## src/rtl/u16s_pkg.sv

```systemverilog
// shared types and constants for the utf-16be message text splitter
package u16s_pkg;

  // control sequence marker unit
  localparam logic [15:0] CtrlMarker = 16'h001A;

  // result status codes
  localparam logic [2:0] StUnit    = 3'd0;
  localparam logic [2:0] StTerm    = 3'd1;
  localparam logic [2:0] StTrunc   = 3'd2;
  localparam logic [2:0] StBadSize = 3'd3;
  localparam logic [2:0] StUnterm  = 3'd4;

  typedef struct packed {
    logic [7:0] data_byte;
    logic       message_start;
    logic       data_end;
  } in_word_t;

  typedef struct packed {
    logic [15:0] code_unit;
    logic        to_raw;
    logic        to_display;
    logic [2:0]  status;
    logic        message_done;
  } out_word_t;

  // classified byte: an optional unit, then an optional final status
  typedef struct packed {
    logic        unit_v;
    logic [15:0] unit;
    logic        disp;
    logic        fin_v;
    logic [2:0]  fin_status;
  } q_entry_t;

endpackage

```

## src/rtl/u16s_front.sv

```systemverilog
// front end: byte parser that classifies words into queue entries; words that complete no unit or status push nothing
module u16s_front (
  input  logic               clk_i,
  input  logic               rst_ni,
  input  logic               in_valid_i,
  output logic               in_ready_o,
  input  u16s_pkg::in_word_t in_word_i,
  input  logic               q_full_i,
  output logic               push_o,
  output u16s_pkg::q_entry_t push_entry_o
);
  import u16s_pkg::*;

  typedef enum logic [2:0] {
    PhIdle    = 3'd0,
    PhTxtHi   = 3'd1,
    PhTxtLo   = 3'd2,
    PhCtlSize = 3'd3,
    PhCtlHi   = 3'd4,
    PhCtlLo   = 3'd5
  } phase_e;

  phase_e     phase_q, phase_d;
  logic [7:0] pend_q, pend_d;
  logic [7:0] left_q, left_d;
  q_entry_t   entry;

  assign in_ready_o = !q_full_i;

  always_comb begin
    phase_e      ph;
    logic [7:0]  lft;
    logic [7:0]  b;
    logic        fin_end;
    logic        ctl_hi;
    logic [15:0] unit;

    phase_d = phase_q;
    pend_d  = pend_q;
    left_d  = left_q;
    entry   = '0;
    push_o  = 1'b0;
    b       = in_word_i.data_byte;
    fin_end = in_word_i.data_end;
    ctl_hi  = 1'b0;
    lft     = left_q;
    ph      = phase_q;
    unit    = {pend_q, b};

    if (in_valid_i && in_ready_o) begin
      if (in_word_i.message_start) begin
        ph   = PhTxtHi;
        lft  = 8'd0;
        unit = {8'd0, b};
      end
      case (ph)
        PhTxtHi: begin
          pend_d  = b;
          phase_d = PhTxtLo;
          if (fin_end) begin
            entry.fin_v      = 1'b1;
            entry.fin_status = StUnterm;
          end
        end
        PhTxtLo: begin
          if (unit == 16'd0) begin
            entry.fin_v      = 1'b1;
            entry.fin_status = StTerm;
          end else if (unit == CtrlMarker) begin
            entry.unit_v = 1'b1;
            entry.unit   = unit;
            entry.disp   = 1'b0;
            phase_d      = PhCtlSize;
            if (fin_end) begin
              entry.fin_v      = 1'b1;
              entry.fin_status = StTrunc;
            end
          end else begin
            entry.unit_v = 1'b1;
            entry.unit   = unit;
            entry.disp   = 1'b1;
            phase_d      = PhTxtHi;
            if (fin_end) begin
              entry.fin_v      = 1'b1;
              entry.fin_status = StUnterm;
            end
          end
        end
        PhCtlSize: begin
          if (b < 8'd2) begin
            entry.fin_v      = 1'b1;
            entry.fin_status = StBadSize;
          end else if (b == 8'd2) begin
            // empty control sequence: size byte reused as text high byte
            pend_d  = b;
            phase_d = PhTxtLo;
            if (fin_end) begin
              entry.fin_v      = 1'b1;
              entry.fin_status = StUnterm;
            end
          end else begin
            lft    = b - 8'd2;
            ctl_hi = 1'b1;
          end
        end
        PhCtlHi: begin
          ctl_hi = 1'b1;
        end
        PhCtlLo: begin
          entry.unit_v = 1'b1;
          entry.unit   = unit;
          entry.disp   = 1'b0;
          if (lft != 8'd0) begin
            lft = lft - 8'd1;
          end
          left_d = lft;
          if (lft == 8'd0) begin
            phase_d = PhTxtHi;
            if (fin_end) begin
              entry.fin_v      = 1'b1;
              entry.fin_status = StUnterm;
            end
          end else begin
            phase_d = PhCtlHi;
            if (fin_end) begin
              entry.fin_v      = 1'b1;
              entry.fin_status = StBadSize;
            end
          end
        end
        default: begin
          phase_d = PhIdle;
        end
      endcase

      // high byte of a control payload pair
      if (ctl_hi) begin
        if (lft <= 8'd1) begin
          // odd trailing payload byte is dropped
          left_d  = 8'd0;
          phase_d = PhTxtHi;
          if (fin_end) begin
            entry.fin_v      = 1'b1;
            entry.fin_status = StUnterm;
          end
        end else begin
          pend_d  = b;
          left_d  = lft - 8'd1;
          phase_d = PhCtlLo;
          if (fin_end) begin
            entry.fin_v      = 1'b1;
            entry.fin_status = StBadSize;
          end
        end
      end

      if (entry.fin_v) begin
        phase_d = PhIdle;
        pend_d  = 8'd0;
        left_d  = 8'd0;
      end
      push_o = entry.unit_v | entry.fin_v;
    end
  end

  assign push_entry_o = entry;

  always_ff @(posedge clk_i or negedge rst_ni) begin
    if (!rst_ni) begin
      phase_q <= PhIdle;
      pend_q  <= 8'd0;
      left_q  <= 8'd0;
    end else begin
      phase_q <= phase_d;
      pend_q  <= pend_d;
      left_q  <= left_d;
    end
  end

endmodule

```

## src/rtl/u16s_queue.sv

```systemverilog
// small register queue between front end and back end
module u16s_queue #(
  parameter int unsigned Depth = 4
) (
  input  logic               clk_i,
  input  logic               rst_ni,
  input  logic               push_i,
  input  u16s_pkg::q_entry_t push_entry_i,
  output logic               full_o,
  output logic               head_valid_o,
  output u16s_pkg::q_entry_t head_o,
  input  logic               pop_i
);
  import u16s_pkg::*;

  localparam int unsigned PtrW = (Depth > 1) ? $clog2(Depth) : 1;
  localparam int unsigned CntW = $clog2(Depth + 1);
  localparam logic [PtrW-1:0] LastPtr = PtrW'(Depth - 1);
  localparam logic [CntW-1:0] FullCnt = CntW'(Depth);

  q_entry_t        mem_q [Depth];
  logic [PtrW-1:0] wr_ptr_q, rd_ptr_q;
  logic [CntW-1:0] cnt_q;
  logic            do_pop;

  assign full_o       = (cnt_q == FullCnt);
  assign head_valid_o = (cnt_q != '0);
  assign head_o       = mem_q[rd_ptr_q];
  assign do_pop       = pop_i && head_valid_o;

  always_ff @(posedge clk_i) begin
    if (push_i) begin
      mem_q[wr_ptr_q] <= push_entry_i;
    end
  end

  always_ff @(posedge clk_i or negedge rst_ni) begin
    if (!rst_ni) begin
      wr_ptr_q <= '0;
      rd_ptr_q <= '0;
      cnt_q    <= '0;
    end else begin
      if (push_i) begin
        wr_ptr_q <= (wr_ptr_q == LastPtr) ? '0 : wr_ptr_q + 1'b1;
      end
      if (do_pop) begin
        rd_ptr_q <= (rd_ptr_q == LastPtr) ? '0 : rd_ptr_q + 1'b1;
      end
      case ({push_i, do_pop})
        2'b10:   cnt_q <= cnt_q + 1'b1;
        2'b01:   cnt_q <= cnt_q - 1'b1;
        default: cnt_q <= cnt_q;
      endcase
    end
  end

endmodule

```

## src/rtl/u16s_back.sv

```systemverilog
// back end: expands queue entries into result words behind an output register
module u16s_back (
  input  logic                clk_i,
  input  logic                rst_ni,
  input  logic                head_valid_i,
  input  u16s_pkg::q_entry_t  head_i,
  output logic                pop_o,
  output logic                out_valid_o,
  input  logic                out_ready_i,
  output u16s_pkg::out_word_t out_word_o
);
  import u16s_pkg::*;

  logic      out_valid_q;
  out_word_t out_q, out_d;
  logic      half_q, half_d;
  logic      load;

  assign load = head_valid_i && (!out_valid_q || out_ready_i);

  always_comb begin
    out_d  = '0;
    half_d = half_q;
    pop_o  = 1'b0;
    if (head_i.unit_v && !half_q) begin
      out_d.code_unit  = head_i.unit;
      out_d.to_raw     = 1'b1;
      out_d.to_display = head_i.disp;
      out_d.status     = StUnit;
    end else begin
      out_d.status       = head_i.fin_status;
      out_d.message_done = 1'b1;
    end
    if (load) begin
      if (head_i.unit_v && head_i.fin_v && !half_q) begin
        half_d = 1'b1;
      end else begin
        half_d = 1'b0;
        pop_o  = 1'b1;
      end
    end
  end

  always_ff @(posedge clk_i or negedge rst_ni) begin
    if (!rst_ni) begin
      out_valid_q <= 1'b0;
      half_q      <= 1'b0;
    end else begin
      half_q <= half_d;
      if (load) begin
        out_valid_q <= 1'b1;
      end else if (out_ready_i) begin
        out_valid_q <= 1'b0;
      end
    end
  end

  always_ff @(posedge clk_i) begin
    if (load) begin
      out_q <= out_d;
    end
  end

  assign out_valid_o = out_valid_q;
  assign out_word_o  = out_q;

endmodule

```

## src/rtl/utf16be_message_text_splitter.sv

```systemverilog
// top level of the utf-16be message text splitter
//
//   channel | direction | handshake               | word
//   --------+-----------+-------------------------+---------------------------------
//   in      | input     | in_valid_i / in_ready_o | data_byte, message_start, data_end
//   out     | output    | out_valid_o/out_ready_i | code_unit, to_raw, to_display,
//           |           |                         | status, message_done
//
// one input word per cycle while the entry queue is not full; a word causing two results yields two result words
// a taken word's first result reaches the output through the queue and then the out reg
// async active-low reset returns the parser to idle and empties the queue
// input stalls only when the entry queue is full; output stalls back up into it
// words that cause no result are taken without touching the queue
module utf16be_message_text_splitter #(
  parameter int unsigned QueueDepth = 4
) (
  input  logic                clk_i,
  input  logic                rst_ni,
  input  logic                in_valid_i,
  output logic                in_ready_o,
  input  u16s_pkg::in_word_t  in_word_i,
  output logic                out_valid_o,
  input  logic                out_ready_i,
  output u16s_pkg::out_word_t out_word_o
);
  import u16s_pkg::*;

  // front to queue
  logic     push;
  q_entry_t push_entry;
  logic     q_full;
  // queue to back
  logic     head_valid;
  q_entry_t head;
  logic     pop;

  // byte parser: phase, pending high byte and control byte count
  u16s_front u_front (
    .clk_i        (clk_i),
    .rst_ni       (rst_ni),
    .in_valid_i   (in_valid_i),
    .in_ready_o   (in_ready_o),
    .in_word_i    (in_word_i),
    .q_full_i     (q_full),
    .push_o       (push),
    .push_entry_o (push_entry)
  );

  // decouples parser from output backpressure
  u16s_queue #(
    .Depth (QueueDepth)
  ) u_queue (
    .clk_i        (clk_i),
    .rst_ni       (rst_ni),
    .push_i       (push),
    .push_entry_i (push_entry),
    .full_o       (q_full),
    .head_valid_o (head_valid),
    .head_o       (head),
    .pop_i        (pop)
  );

  // emits unit then final status, one result word per cycle while the output is not stalled
  u16s_back u_back (
    .clk_i        (clk_i),
    .rst_ni       (rst_ni),
    .head_valid_i (head_valid),
    .head_i       (head),
    .pop_o        (pop),
    .out_valid_o  (out_valid_o),
    .out_ready_i  (out_ready_i),
    .out_word_o   (out_word_o)
  );

endmodule

```

## config.mk

```make
export PLATFORM = sky130hd
export DESIGN_NAME = utf16be_message_text_splitter
export DESIGN_NICKNAME = d
export VERILOG_FILES = /design/src/rtl/u16s_pkg.sv /design/src/rtl/u16s_front.sv /design/src/rtl/u16s_queue.sv /design/src/rtl/u16s_back.sv /design/src/rtl/utf16be_message_text_splitter.sv
export SDC_FILE = /design/constraint.sdc
export NUM_CORES = 1
export LEC_CHECK = 0
export ABC_AREA = 0
export BUFFER_PORTS_ARGS = -buffer_cell sky130_fd_sc_hd__buf_2
export CAP_MARGIN = 20
export CELL_PAD_IN_SITES_DETAIL_PLACEMENT = 0
export CELL_PAD_IN_SITES_GLOBAL_PLACEMENT = 1
export CORE_MARGIN = 4
export CORE_UTILIZATION = 55
export CTS_BUF_LIST = sky130_fd_sc_hd__clkbuf_16
export CTS_CLUSTER_SIZE = 40
export DETAILED_ROUTE_END_ITERATION = 7
export PLACE_DENSITY = 0.95
export SLEW_MARGIN = 20
export SYNTH_ARGS = -nofsm -noshare
export SYNTH_HDL_FRONTEND = slang
export SYNTH_SLANG_ARGS = --single-unit
```

## constraint.sdc

```tcl
create_clock -name clk_i -period 10.3 [get_ports clk_i]
set_input_delay 0.515 -clock clk_i [delete_from_list [all_inputs] [get_ports clk_i]]
set_output_delay 0.515 -clock clk_i [all_outputs]
set_load 0.02 [all_outputs]
```

* After elaboration in Yosys (flattened, before gate mapping) *
Memories as Yosys holds them, arrays and structs flattened.
Index checks and enable logic that the tools add are counted.

operators by class
  bitwise logic cells = 1
  multiply operators = 0
  add/sub/neg operators = 7
  divide/modulo/power cells = 0
  eq/ne operators = 16
  reductions and logical operators = 19
  magnitude comparators = 2
  shift operators = 0
  muxes and demuxes = 67

operators by type and width
  kind                                                  number
  2-to-1 mux 8 bit                                      17
  2-to-1 mux 4 bit                                      12
  2-to-1 mux 18 bit                                     2
  one-hot mux 18 bit (2 select lines)                   1
  2-to-1 mux 16 bit                                     2
  one-hot mux 8 bit (2 select lines)                    2
  2-to-1 mux 3 bit                                      9
  2-to-1 mux 22 bit                                     1
  equality test 16 x 5 -> 1 bit, second input constant  1
  logical NOT 16 bit                                    1
  one-hot mux 4 bit (4 select lines)                    1
  subtractor 8 x 1 -> 8 bit, second input constant      2
  one-hot mux 3 bit (5 select lines)                    1
  2-to-1 mux 1 bit                                      12
  equality test 3 bit, second input constant            3
  equality test 8 x 2 -> 1 bit, second input constant   1
  <= comparator 8 x 1 -> 1 bit, second input constant   1
  logical NOT 8 bit                                     1
  < comparator 8 x 2 -> 1 bit, second input constant    1
  2-to-1 mux 2 bit                                      4
  != test 4 bit, second input constant                  2
  nonzero test 8 bit                                    1
  subtractor 8 x 2 -> 8 bit, second input constant      1
  equality test 2 bit, second input constant            3
  19 further kinds                                      30

storage, ports and cells
  memories kept = 1
  RAM bits = 88
  logic and storage cells = 126
  bits in latches = 0
  register bits = 50
  ROM bits = 0

memory list
  name           depth  bits a word  rd ports  clocked after Yosys merged registers in  wr ports  RTL line          source
  u_queue.mem_q  4      22           1         0                                        1         u16s_queue.sv:21  q_entry_t mem_q [Depth];

* Logic depth before layout (Yosys ltp) *
Gate-level depths: netlist (run 1).

  depth in word-level cells = 19
  mapped depth = 18
  depth with buffers taken out = 14

* Cells and area by module *
A second synthesis (run 1) with hierarchy kept.

unflattened totals
  cell total of the unflattened synthesis = 517
  area total of the unflattened synthesis = 6952.9 sq um

by module, submodules not included
  module      cells each  area each (sq um)  seq. area each (sq um)  instances
  u16s_queue  155         3646.0             2817.7                  1
  u16s_front  307         2374.8             475.5                   1
  u16s_back   55          932.1              710.7                   1

* Worst setup path after synthesis (run 1) *
OpenSTA, ideal clock, no wires.

  path kind = input -> register
  start = input in_word_i[1] (netlist name)
  end = memory u_queue.mem_q[0][2] (netlist name) (data pin)
  data arrival time = 4.042 ns
  setup time = 0.225 ns
  data required time = 10.075 ns
  cell stages on the path = 16
  setup slack = 6.032 ns
  cells stage by stage = buf_2 -> clkbuf_1 -> clkbuf_1 -> or2b_1 -> ha_1 -> buf_2 -> or3b_1 -> nor2_1 -> mux2i_1 -> o221a_2 -> ha_1 -> o22ai_1 -> or4b_4 -> nor3_2 -> a21oi_1 -> a311oi_1

RTL lines
  what             RTL line                             source
  start, declared  utf16be_message_text_splitter.sv:21  input u16s_pkg::in_word_t in_word_i,
  end, declared    u16s_queue.sv:21

==> results.py, run 1 <==
metrics = {
    "worst_setup_path": {
        "rr_worst_depth": 12,
        "arrival_ps": 4140,
        "cpMaxStageDelayCell": "or4b_4",
        "cp_top_family": "simple AND/OR/NAND/NOR gates",
        "path_buf_inv": 1,
        "required_ps": 10470,
        "path_class": "input pin to flip-flop",
        "cp_slowest_stage_delay_ps": 540,
        "reg2reg_from": "u_front.left_q[0]",
        "crit_fanout": 29,
        "crit_path_start": "in_word_i[1]",
        "r2r_end": "u_queue.mem_q[0][2]",
        "path_cells": "buf_2 > or2b_1 > ha_1 > or3b_1 > nor2_1 > mux2i_1 > o221a_2 > ha_1 > o22ai_1 > or4b_4 > nor3_2 > a21oi_1 > a311oi_1",
        "cp-end-kind": "flip-flop",
        "cp-start-kind": "input pin",
        "ff2ff_setup_slack_ps": 6340,
        "crit_top_cell": "ha_1",
    },
    "timing": {
        "drv_slew": 0,
        "timing_hold_violations_final": 0,
        "tightest_slew_ps": 982.8,
        "grt_setup_unrepaired": "no",
        "setup_tns_ps": 0,
        "period_share_pct": 38.60,
        "clock.fmax_ghz": 0.2515,
        "slew_headroom_pct": 33.89,
        "setup_viol": 0,
        "skew_ps": 9.767,
        "min_period_ps": 3975,
    },
    "die": {
        "fp.dieW_um": 117.5,
        "fp.dieH_um": 117.5,
        "initial_core_util_pct": 56.97,
        "die_area_um2": 13790,
        "io_pins": 38,
        "core_um2": 11560,
        "rows": 39,
    },
    "detailed_routing": {
        "initialDrtViolationCount": 486,
        "antenna_left": 0,
        "drtPass1Iterations": 5,
        "drcViolationCount": 0,
        "drt_wl_total_um": 14690,
        "via_count": 4377,
        "viasPerCell": 6.437,
        "wl_per_cell_um": 21.60,
    },
    "placement": {
        "portBuffers": 37,
        "dpl.hpwl_um": 9605,
        "gp_congestion": 0.9284,
        "placed_cell_area_um2": 6948,
    },
    "logic_synthesis": {
        "synth_area_leader_cell": "edfxtp_1",
        "async_reset_ff_share_pct": 20.29,
        "syn_area_um2": 6589,
        "synth_area_leaders": "edfxtp_1, dfrtp_1, mux4_2",
        "ys_warn_count": 0,
        "ys_ff_latch": 138,
        "yosysUniqueCellTypes": 69,
        "syn_nets": 505,
        "postSynthCellCount": 479,
        "ys.flop_type": "edfxtp_1",
        "synth_common_cells": "edfxtp_1, nor2_1, dfrtp_1",
        "yosysSeqAreaShare_pct": 60.77,
        "synth_edf_count": 110,
        "yosysMostFrequentCell": "edfxtp_1",
        "yosysTopAreaCellShare_pct": 50.13,
        "avgSynthCellArea_um2": 13.76,
    },
    "cells_and_area": {
        "syn2layout_area_growth_pct": 14.60,
        "nets": 550,
        "fin_area_um2": 7551,
        "diodes": 0,
        "drive_gt1_share_pct": 22.72,
    },
    "flow_run": {
        "drv_cap": 0,
    },
    "grt": {
        "grt_first_pass_wirelength_um": 23490,
        "grt_usage_pct": 21.94,
        "grt_max_degree": 30,
        "grt_pass1_vias": 4350,
        "grt-ovfl-total": 0,
        "antenna_found_initial": 0,
    },
    "min_path": {
        "min_path_type": "input pin to asynchronous set/reset pin",
    },
    "clock_tree": {
        "cts_setup_buffers": 0,
        "clock_latency_ps": 420,
        "root_buffer": "clkbuf_16",
        "cts_buffers": 17,
        "cts.htree.levels": 4,
        "cts_tree": "yes",
        "clock_path_buffers": 2,
        "clkTransAtPathRegs_ps": 60,
        "cts_hold_buffers": 0,
        "cts.sinks": 138,
        "cts_resized": 0,
    },
    "status": {
        "status": "finished, final reports clean",
    },
    "pwr": {
        "power_density_nw_per_um2": 266.4,
        "leakagePower_nw": 2.827,
        "vdd_ir_drop_max_mv": 0.1336,
    },
}
-- flip-flops by register name, indices dropped and copies added, names as in the netlist --
register,count
u_queue.mem_q,88
u_back.out_word_o,22
u_front.left_q,8
u_front.pend_q,8
u_front.phase_q,3
u_queue.cnt_q,3
u_queue.rd_ptr_q,2
u_queue.wr_ptr_q,2
u_back.half_q,1
u_back.out_valid_o,1
-- per-stage QoR --
step | setup WS (ps) | power (mW) | utilization, % | hold slack [ps] | instances
6_report | 6325 | 2.012 | 65.29 | 130.9 | 680
5_1_grt | 5992 | 2.114 | 65.29 | 162.4 | 680
2_1_floorplan | 6032 | 1.228 | - | 219.4 | 479
4_1_cts | 6357 | 2.025 | 65.29 | 127.5 | 680
3_5_place_dp | 5914 | 1.394 | 60.08 | 479.6 | 648
3_3_place_gp | 6072 | 1.373 | 60.08 | 475.8 | 648
-- final cells by class --
cell class,count,area [um2]
Inverter,18,67.56
Fill cell,809,4014
Clock inverter,15,177.7
Tap cell,143,178.9
Sequential cell,138,4004
Timing Repair Buffer,45,245.2
Clock buffer,17,425.4
Multi-Input combinational cell,304,2452
-- logic make-up after synthesis --
kind of cell / count (synthesis) / share of synthesized area, %
compound gates: 88 / 10.22
xor+xnor: 14 / 1.861
fa+ha+maj: 12 / 2.393
buf+inv: 37 / 2.184
flops: 138 / 60.77
mux: 28 / 8.469
simple gates: 162 / 14.11
-- how the worst max path moves through the flow --
stage / endpoint / cells past startpoint / slack, ps
floorplan: u_queue.mem_q[0][2] / 16 / 6030
global placement: u_queue.mem_q[0][2] / 14 / 6070
global route: u_queue.cnt_q[2] / 10 / 5990
CTS: u_queue.mem_q[0][2] / 14 / 6360
finish: u_queue.mem_q[0][2] / 13 / 6320
detailed placement: u_queue.mem_q[2][2] / 14 / 5910
-- routing by layer --
layer | track usage (%) | part of all wire (%) | vias to the layer above
met5 | 0 | 0 | -
met4 | 6.593 | 1.6 | 0
met3 | 6.343 | 6.9 | 32
met2 | 35.48 | 50 | 217
met1 | 29.17 | 42 | 2182
li1 | - | - | 1946
-- power breakdown --
part	switching, mW	total [mW]	internal, mW
logic	0.348	0.583	0.235
registers	0.0577	0.811	0.754
clock network	0.251	0.617	0.366
-- cells in the final DEF (no fill, tap or decap), types with 5 or more instances in the layout --
master / instances
a211oi_1: 7
and2_1: 21
nor4_1: 5
buf_4: 8
mux4_2: 22
a21oi_1: 13
nand2b_1: 7
o21ai_0: 14
nand2_1: 20
nor2b_1: 24
inv_6: 5
xor2_1: 7
ha_1: 11
nor2_1: 32
a22o_1: 7
edfxtp_1: 110
buf_2: 37
inv_1: 18
clkbuf_16: 17
dfrtp_1: 28
xnor2_1: 7
nand3_1: 9
nor3_1: 13
Power figures use the tool's default switching activity.
==> run 2, diff against run 1 <==
- CORE_UTILIZATION: 55 -> 46
- PLACE_DENSITY: 0.95 -> 0.87
- clock period: 10.3 -> 3.3 ns (I/O delays scaled with it)
==> run 2 against run 1 <==
Compared with the run above: register-to-register slack worse by 6500 ps; critical endpoint is now u_front.pend_q[0]; wire length grew 5.5%; hold slack better by 4.0 ps; highest routed layer unchanged; the run now ends with setup timing left.
==> results.py, run 2 (synthesized netlist as in run 1, its figures left out) <==
metrics = {
    "status": {
        "status": "finished with violations",
        "violations": "setup timing",
    },
    "die": {
        "core_um2": 13930,
        "rows": 43,
        "io_pins": 38,
        "fp.dieH_um": 127.7,
        "die_area_um2": 16300,
        "initial_core_util_pct": 47.28,
        "fp.dieW_um": 127.7,
    },
    "grt": {
        "grt-ovfl-total": 0,
        "grt_pass1_vias": 4731,
        "grt_first_pass_wirelength_um": 24810,
        "antenna_found_initial": 0,
        "grt_max_degree": 29,
        "grt_usage_pct": 19.80,
    },
    "cells_and_area": {
        "regMostFlops": "u_queue.mem_q",
        "drive_gt1_share_pct": 33.67,
        "final_common_cell": "edfxtp_1",
        "fill_cells": 1075,
        "nets": 616,
        "seqCellArea_um2": 4004,
        "layout_common_cells": "edfxtp_1, buf_4, buf_2, nor2_1, dfrtp_1",
        "syn2layout_area_growth_pct": 25.26,
        "largest_reg_flops": 88,
        "diodes": 0,
        "multiInputGateArea_um2": 2559,
    },
    "timing": {
        "grt_setup_unrepaired": "yes",
        "skew_ps": 10.64,
        "setup_viol": 28,
        "holdWs_ps": 134.9,
        "min_period_ps": 3458,
        "drv_slew": 0,
        "tightest_slew_ps": 920.9,
        "period_share_pct": 104.8,
        "setup_slack_ps": -158.5,
        "timing_hold_violations_final": 0,
        "setup_tns_ps": -2781,
        "clock.fmax_ghz": 0.2891,
        "slew_headroom_pct": 38.38,
    },
    "pwr": {
        "leakagePower_nw": 3.135,
        "vdd_ir_drop_max_mv": 0.4228,
        "power_density_nw_per_um2": 762.8,
    },
    "flow_run": {
        "drv_cap": 0,
    },
    "detailed_routing": {
        "initialDrtViolationCount": 382,
        "antenna_left": 0,
        "viasPerCell": 5.831,
        "drtPass1Iterations": 4,
        "wl_per_cell_um": 19.79,
        "via_count": 4566,
        "drcViolationCount": 0,
        "drt_wl_total_um": 15500,
    },
    "worst_setup_path": {
        "path_class": "flip-flop to flip-flop",
        "required_ps": 3590,
        "cp-end-kind": "flip-flop",
        "cp-start-kind": "flip-flop",
        "crit_fanout": 7,
        "arrival_ps": 3750,
    },
    "clock_tree": {
        "root_buffer": "clkbuf_16",
        "clkTransAtPathRegs_ps": 60,
        "cts.sinks": 138,
        "cts_tree": "yes",
        "cts_buffers": 17,
        "clock_path_buffers": 2,
        "cts.htree.levels": 4,
        "clock_latency_ps": 420,
    },
    "min_path": {
        "min_path_type": "input pin to flip-flop",
    },
    "placement": {
        "dpl.hpwl_um": 10700,
        "gp_congestion": 0.9358,
        "portBuffers": 37,
    },
}
## run 2: worst max-delay path, cell delays in order (launching register included)
cell	delay, ps
dfrtp_1	370
or2b_1	210
ha_4	140
or3b_4	400
nor2_4	110
mux2i_2	260
o221a_2	290
ha_1	160
o22ai_1	80
or4b_4	560
buf_12	160
o21ai_4	220
a21oi_4	130
a22o_1	250
## run 2: what timing repair did
| item | 4_1_cts | 5_1_grt |
|---|---|---|
| setup buffers | 10 | 1 |
| hold endpoints to repair | 29 | 0 |
| pin swaps | 9 | 10 |
| resized for setup | 10 | 5 |
| endpoints found under the setup margin | 27 | 29 |
| gates cloned | 0 | 0 |
| hold buffers | 2 | 0 |
## run 2: area by class of cell
cell class                      instances  area share (%)
Multi-Input combinational cell        304           31.00
Tap cell                              180           2.729
Sequential cell                       138           48.51
Clock buffer                           19           5.761
Clock inverter                         13           1.289
Inverter                               18          0.8187
Timing Repair Buffer                  111           9.885
## run 2: power by group
group / internal (mW) / total (mW) / leakage [nW] / switching [mW]
clock network: 1.06 / 1.81 / 0.273 / 0.750
logic: 0.848 / 1.95 / 1.49 / 1.10
registers: 2.35 / 2.53 / 1.37 / 0.179
## run 2: worst paths after layout
check                                   from                   to  slack (ps)  depth (start not counted)
setup / recovery           u_front.left_q[0]    u_front.pend_q[0]        -160                         13
hold / removal                  in_word_i[9]    u_front.pend_q[7]         130                          2
setup reg to reg           u_front.left_q[0]    u_front.pend_q[0]        -160                         13
hold reg to reg                u_back.half_q        u_back.half_q         500                          2
max in group asynchronous             rst_ni  u_queue.rd_ptr_q[0]        2520                          2
min in group asynchronous             rst_ni    u_front.left_q[5]         320                          2
## run 2: per-stage QoR
| step | cells | setup WS, ps | util, % | area [um2] | total power, mW |
|---|---|---|---|---|---|
| floorplan | 479 | -185.8 | - | 6673 | 3.853 |
| global placement | 738 | -59.02 | 53.71 | 7485 | 4.416 |
| detailed placement | 738 | -137.4 | 53.71 | 7485 | 4.497 |
| CTS | 782 | -148.2 | 58.97 | 8218 | 6.346 |
| global route | 783 | -262.5 | 59.23 | 8253 | 6.614 |
| finish | 783 | -158.5 | 59.23 | 8253 | 6.295 |
## run 2: metal layers
layer	wire, um	part of all wire (%)	GRT usage [%]
met1	6577	42	25.96
met2	7876	51	33.76
met3	877	5.7	4.875
met4	167	1.1	4.245
met5	0	0	0
==> run 3, diff against run 2 <==
- CORE_ASPECT_RATIO: not set -> 2
==> run 3 against run 2 <==
Compared with the run above: the run still ends with setup timing left; sequential share of layout area decreased by 0.10 points; via count rose by 0.57%; total power down 0.27%; clock-buffer cell count shrank 2; critical endpoint is now u_front.left_q[0]; largest cell class unchanged.
==> results.py, run 3 (synthesized netlist as in run 1, its figures left out) <==
metrics = {
    "timing": {
        "clock.fmax_ghz": 0.2987,
        "min_period_ps": 3348,
        "timing_hold_violations_final": 0,
        "setup_viol": 19,
        "slew_headroom_pct": 41.64,
        "tightest_slew_ps": 872.1,
        "drv_slew": 0,
        "holdWs_ps": 114.9,
        "skew_ps": 11.33,
        "period_share_pct": 101.5,
        "grt_setup_unrepaired": "yes",
        "setup_slack_ps": -48.03,
    },
    "pwr": {
        "vdd_ir_drop_max_mv": 0.3985,
        "total_power_mw": 6.278,
        "power_density_nw_per_um2": 759.1,
        "leakagePower_nw": 3.130,
    },
    "placement": {
        "gp_congestion": 0.9860,
        "portBuffers": 37,
        "dp_cells": 751,
        "placed_cell_area_um2": 7526,
        "place_ws_ps": -139.3,
        "dpl.hpwl_um": 12090,
    },
    "grt": {
        "antenna_found_initial": 0,
        "grt_first_pass_wirelength_um": 26190,
        "grt_usage_pct": 21.23,
        "grt-ovfl-total": 0,
        "grt_max_degree": 29,
        "grt_pass1_vias": 4853,
    },
    "die": {
        "die_area_um2": 16420,
        "initial_core_util_pct": 47.17,
        "fp.dieH_um": 177.3,
        "core_um2": 13970,
        "io_pins": 38,
        "fp.dieW_um": 92.63,
        "rows": 61,
    },
    "worst_setup_path": {
        "crit_fanout": 5,
        "arrival_ps": 3640,
        "path_class": "flip-flop to flip-flop",
        "cp_slowest_stage_delay_ps": 570,
        "cpMaxStageDelayCell": "or4b_4",
        "cp-end-kind": "flip-flop",
        "crit_top_cell": "ha_4",
        "path_cells": "or2b_1 > ha_4 > or3b_4 > nor2_4 > mux2i_2 > o221a_4 > ha_4 > o22ai_2 > or4b_4 > o211ai_4 > nor2_1 > a221o_1",
        "cp_top_family": "simple AND/OR/NAND/NOR gates",
        "required_ps": 3590,
        "cp-start-kind": "flip-flop",
        "path_buf_inv": 0,
    },
    "detailed_routing": {
        "drt_wl_total_um": 16460,
        "antenna_left": 0,
        "via_count": 4592,
        "drtPass1Iterations": 4,
        "viasPerCell": 5.813,
        "initialDrtViolationCount": 251,
        "wl_per_cell_um": 20.83,
        "drcViolationCount": 0,
    },
    "clock_tree": {
        "cts_buffers": 17,
        "cts.htree.levels": 4,
        "root_buffer": "clkbuf_16",
        "cts.sinks": 138,
        "cts_tree": "yes",
        "clock_path_buffers": 2,
        "clock_latency_ps": 410,
        "clkTransAtPathRegs_ps": 60,
    },
    "min_path": {
        "min_path_type": "input pin to flip-flop",
    },
    "cells_and_area": {
        "drive_gt1_share_pct": 34.67,
        "syn2layout_area_growth_pct": 25.52,
        "fill_cells": 1094,
        "nets": 613,
        "layout_common_cells": "edfxtp_1, buf_4, buf_2, nor2_1, dfrtp_1",
        "final_common_cell": "edfxtp_1",
        "fin_area_um2": 8270,
        "regMostFlops": "u_queue.mem_q",
        "largest_reg_flops": 88,
        "fin_cells": 790,
    },
    "status": {
        "violations": "setup timing",
        "status": "finished with violations",
    },
    "flow_run": {
        "drv_cap": 0,
    },
}
-- run 3: cell count changes in the layout (fill, tap and decap cells not counted), moves of 2 or more --
cell       before  now
clkbuf_16      19   17
o221ai_2        0    3
buf_4          65   62
inv_6           4    6
a211oi_1        4    2
o221ai_1        3    0
a211oi_2        3    5
-- run 3: power breakdown --
group | internal, mW | switching (mW)
sequential | 2.35 | 0.176
clock | 0.985 | 0.769
combinational | 0.876 | 1.12
total | 4.21 | 2.07
-- run 3: path summary, 6_finish.rpt --
kind,from,to,slack (ps),cells past startpoint
worst min-delay path,in_word_i[8],u_front.pend_q[6],110,2
worst max register to register,u_front.left_q[0],u_front.left_q[0],-50,12
worst max-delay path,u_front.left_q[0],u_front.left_q[0],-50,12
min in group asynchronous,rst_ni,u_queue.rd_ptr_q[0],340,2
worst min register to register,u_queue.cnt_q[2],u_queue.cnt_q[2],510,1
max in group asynchronous,rst_ni,u_front.pend_q[2],2490,2
-- run 3: routing by layer --
layer / global-route usage, % / wire length, um / vias up / share of wire (%)
li1: - / - / 2068 / -
met3: 3.191 / 575 / 63 / 3.5
met4: 13.46 / 1000 / 0 / 6.1
met1: 20.84 / 5432 / 2286 / 33
met5: 0 / 0 / - / 0
met2: 40.35 / 9450 / 175 / 57
-- run 3: repair_timing --
item                                    4_1_cts  5_1_grt
hold endpoints to repair                     29        0
endpoints found under the setup margin       28       29
buffers inserted                              2        2
gates resized for setup                       6       21
pin swaps                                    11       10
hold buffers                                  2        0
-- run 3: layout make-up --
cell class / instances / area, um2 / area share [%]
inverters: 18 / 67.56 / 0.8169
clock buffers: 17 / 425.4 / 5.144
multi-input cells: 304 / 2623 / 31.71
diodes: 1 / 2.502 / 0.03026
well taps: 189 / 236.5 / 2.859
clock inverters: 15 / 127.6 / 1.543
repair buffers: 108 / 784.5 / 9.486
flip-flops and latches: 138 / 4004 / 48.41
-- run 3: through the flow --
stage	util, %	TNS [ps]
after floorplan	-	-3127
after global placement	53.88	-843.5
after detailed placement	53.88	-2280
after CTS	58.31	-428.5
after global routing	59.20	-2820
final	59.21	-634.5
